[config.mk]
export PLATFORM = sky130hd
export DESIGN_NAME = satlb_ctrl
export DESIGN_NICKNAME = d
export VERILOG_FILES = /design/src/rtl/core/satlb_pkg.sv /design/src/rtl/core/satlb_ctrl.sv
export SDC_FILE = /design/constraint.sdc
export NUM_CORES = 1
export LEC_CHECK = 0
export BUFFER_PORTS_ARGS = -buffer_cell sky130_fd_sc_hd__buf_4
export CORE_AREA = 2 2 39 41
export CTS_CLUSTER_SIZE = 12
export DETAILED_ROUTE_END_ITERATION = 16
export DIE_AREA = 0 0 41 43
export MAX_ROUTING_LAYER = met4
export PLACE_DENSITY = 0.4
export SLEW_MARGIN = 40
export SYNTH_ARGS = -nofsm -noshare
export SYNTH_HDL_FRONTEND = slang
export SYNTH_SLANG_ARGS = --single-unit
[constraint.sdc]
create_clock -name i_clk -period 2.1 [get_ports i_clk]
set_input_delay 0.21 -clock i_clk [delete_from_list [all_inputs] [get_ports i_clk]]
set_output_delay 0.21 -clock i_clk [all_outputs]
set_load 0.02 [all_outputs]
[src/rtl/core/satlb_pkg.sv]
// satlb_pkg: shared types and constants for the set-associative TLB.
// No dependencies.
`timescale 1ns / 1ps
package satlb_pkg;
    localparam int PAGE_W  = 27;
    localparam int FRAME_W = 44;
    localparam int PTE_W   = 64;

    typedef enum logic [1:0] {
        KIND_LOOKUP    = 2'd0,
        KIND_REFILL    = 2'd1,
        KIND_SHOOTDOWN = 2'd2,
        KIND_FLUSH     = 2'd3
    } t_kind;

    typedef enum logic [1:0] {
        ST_IDLE,
        ST_READ,
        ST_EXEC,
        ST_OUT
    } t_state;

    typedef struct packed {
        logic capture;
        logic exec;
        logic flush;
    } t_cmd;
endpackage

[src/rtl/core/satlb_ctrl.sv]
// satlb_ctrl: request sequencing state machine.
// Depends on satlb_pkg.
`timescale 1ns / 1ps
module satlb_ctrl (
    input  logic                 i_clk,
    input  logic                 i_rst_n,
    input  logic                 i_valid,
    output logic                 o_ready,
    input  satlb_pkg::t_kind     i_kind,
    output logic                 o_valid,
    input  logic                 i_ready,
    output satlb_pkg::t_cmd      o_cmd
);
    import satlb_pkg::*;

    t_state r_state, n_state;
    t_kind  r_kind, n_kind;

    always_ff @(posedge i_clk) begin
        if (!i_rst_n) begin
            r_state <= ST_IDLE;
            r_kind  <= KIND_LOOKUP;
        end else begin
            r_state <= n_state;
            r_kind  <= n_kind;
        end
    end

    always_comb begin
        n_state = r_state;
        n_kind  = r_kind;
        o_ready = 1'b0;
        o_valid = 1'b0;
        o_cmd   = '0;
        case (r_state)
            ST_IDLE: begin
                o_ready = 1'b1;
                if (i_valid) begin
                    o_cmd.capture = 1'b1;
                    n_kind = i_kind;
                    if (i_kind == KIND_FLUSH) begin
                        o_cmd.flush = 1'b1;
                    end else begin
                        n_state = ST_READ;
                    end
                end
            end
            ST_READ: begin
                n_state = ST_EXEC;
            end
            ST_EXEC: begin
                o_cmd.exec = 1'b1;
                n_state = (r_kind == KIND_LOOKUP) ? ST_OUT : ST_IDLE;
            end
            ST_OUT: begin
                o_valid = 1'b1;
                if (i_ready) begin
                    n_state = ST_IDLE;
                end
            end
            default: n_state = ST_IDLE;
        endcase
    end
endmodule

==> results.py <==
metrics = {
    "grt": {
        "grt_use_total_pct": 6.694,
        "grt_start_max_net_pins": 7,
        "grt.overflow.total": 0,
        "grt_pass1_wl_um": 648,
        "grt_pass1_vias": 171,
        "antenna_found_initial": 0,
    },
    "timing": {
        "rsz0062_at_grt": "false",
        "maxSlewViolCount": 0,
        "hold_ws_ns": 0.2173,
        "layout_min_cycle_time_ns": 1.463,
        "tightestPinTransition_ns": 0.3814,
        "setup_viol": 0,
        "finalWorstSetupSlack_ns": 0.6366,
        "tns_ns": 0,
        "slew_headroom_pct": 74.21,
        "final.period_utilization_pct": 69.69,
        "max_freq_ghz": 0.6833,
        "finalHoldViolCount": 0,
        "finalClockSkew_ns": 0.0001021,
    },
    "synthesis": {
        "yosysWarnings": 0,
        "muxShareOfSynthArea_pct": 9.756,
        "synth_top_family_by_area": "simple AND/OR/NAND/NOR gates",
        "syn-num-nets": 27,
        "synth-compound-area-share_pct": 6.707,
        "syn_inst": 21,
        "synth_area_leader_cell": "dfxtp_1",
        "synth_top_area_share_pct": 39.02,
        "synth_xor_area_share_pct": 0,
        "synth.area.top_cells": "dfxtp_1 (39%), nor2b_1 (12%), mux2i_1 (9.8%), nor3b_4 (9.1%), a221oi_1 (4.3%)",
        "seq_area_frac_synth_pct": 39.02,
        "yosys.area_share.simple_pct": 42.68,
        "synth-adder-area-share_pct": 0,
        "netlist_area_um2": 205.2,
        "ys_ff_latch": 4,
        "avgSynthCellArea_um2": 9.771,
        "ys_types": 13,
    },
    "critical_path": {
        "arrival_ns": 1.25,
        "rrSetupSlack_ns": 1.02,
        "rr_worst_depth": 3,
        "crit_path_max_fanout": 6,
        "crit_path_end_kind": "output pin",
        "worstPathRequired_ns": 1.89,
        "reg2reg_from": "r_state[0]",
        "cp-start-kind": "flop",
        "r2r_end": "r_kind[1]",
        "criticalPathCategory": "flop to output pin",
    },
    "layout": {
        "final_cell_mix": "buf_4 (10), nor2b_1 (4), dfxtp_1 (4)",
        "final_common_cell": "buf_4",
        "drive_above_1_share_pct": 50.00,
        "fillers": 170,
        "diodes": 0,
        "multi_input_area_um2": 121.4,
        "area_growth_syn_to_layout_pct": 57.32,
        "final_net_count": 42,
        "seqCellArea_um2": 80.08,
    },
    "hold_path": {
        "hold_class": "input pin to flop",
        "holdPathEnd": "r_state[0]",
        "min_delay_path_depth": 2,
        "hold_start": "i_rst_n",
    },
    "detailed_routing": {
        "drt_first_iter_violations": 2,
        "num_vias": 190,
        "ant_nets": 0,
        "viasPerCell": 3.800,
        "wirelength_um": 426,
        "wl_per_cell_um": 8.520,
        "route.detailed.drc": 0,
        "firstDrtPassIters": 2,
    },
    "clocking": {
        "clk_pin_slew_ns": 0.04,
        "htreeDepth": 1,
        "postCtsSetupBuffers": 0,
        "cts_tree": "built",
        "clock_path_buffers": 2,
        "cts_sinks": 4,
        "cts_root_buf": "clkbuf_4",
        "hold_buffers": 0,
        "cts_resized": 0,
        "numCtsBuffers": 3,
        "insertion_delay_ns": 0.23,
    },
    "die": {
        "die_h_um": 43,
        "io_pins": 11,
        "initial_utilization_pct": 14.83,
        "rows": 14,
        "die_x_um": 41,
        "design.die.area_mm2": 0.001763,
        "core_area_mm2": 0.001384,
    },
    "power": {
        "ir_worst_vdd_uv": 166.5,
        "total_power_mw": 0.2457,
        "leakage_nw": 0.1461,
        "powerDensity_mw_per_mm2": 761.1,
    },
    "place": {
        "hpwl_um": 348.5,
        "pre_cts_slack_ns": 0.8714,
        "place.gp.congestion": 0.5631,
        "port_buffers": 10,
    },
    "run_status": {
        "run_status": "complete, no violations",
    },
    "flow_run": {
        "cap_violations": 0,
    },
}
per-stage QoR:
step,cell area [um^2],util [%],cells
final,322.8,23.33,50
after global routing,322.8,23.33,50
after CTS,322.8,23.33,50
after detailed placement,300.3,21.70,47
after global placement,300.3,21.70,47
after floorplan,205.2,-,21
layer usage:
layer	vias to the layer above	share of wire (%)	track usage [%]
met5	-	0	-
met4	0	0	8.000
met3	0	14	6.283
met2	10	45	7.187
met1	81	42	5.806
li1	99	-	-
where the power goes:
group	switching, mW	internal (mW)	total (mW)
Clock	0.0307	0.0639	0.0945
Sequential	0.00768	0.0833	0.0910
Combinational	0.0277	0.0325	0.0602
Total	0.0660	0.180	0.246
final cells by class:
class                      instances  area share (%)
clock buffer                       3           6.977
inverter                           1           1.163
tap                               16           6.202
timing repair buffer              10           23.26
multi-input combinational         16           37.60
sequential                         4           24.81
worst max-delay path by stage:
stage	start	end	slack [ns]	cells after the start
6_report	r_state[0]	o_cmd[0]	0.64	3
5_1_grt	r_state[0]	o_cmd[0]	0.54	3
4_1_cts	r_state[0]	o_cmd[0]	0.61	3
3_5_place_dp	r_state[0]	o_cmd[0]	0.87	3
3_3_place_gp	r_state[0]	o_cmd[0]	0.90	3
2_1_floorplan	r_state[0]	o_cmd[0]	0.84	2
flip-flops by register name, summed over array words and instances (netlist names):
register	flops
r_kind	2
r_state	2
cell usage after synthesis, drive strengths merged:
cell type / count
a21oi: 1
a221oi: 1
and2: 1
and2b: 1
and3: 1
dfxtp: 4
inv: 1
mux2i: 2
nand2: 2
nor2: 1
nor2b: 4
nor3b: 1
nor4b: 1
worst max-delay path, cell delays in order, from the launching register on:
cell     delay (ns)
dfxtp_1        0.35
nor3b_4        0.32
and3_2         0.22
buf_4          0.13
logic make-up after synthesis:
| family | count (synthesis) |
|---|---|
| compound gates | 2 |
| flops | 4 |
| simple gates | 12 |
| buf+inv | 1 |
| mux | 2 |
Note: power is estimated with default switching activity, not from simulation.
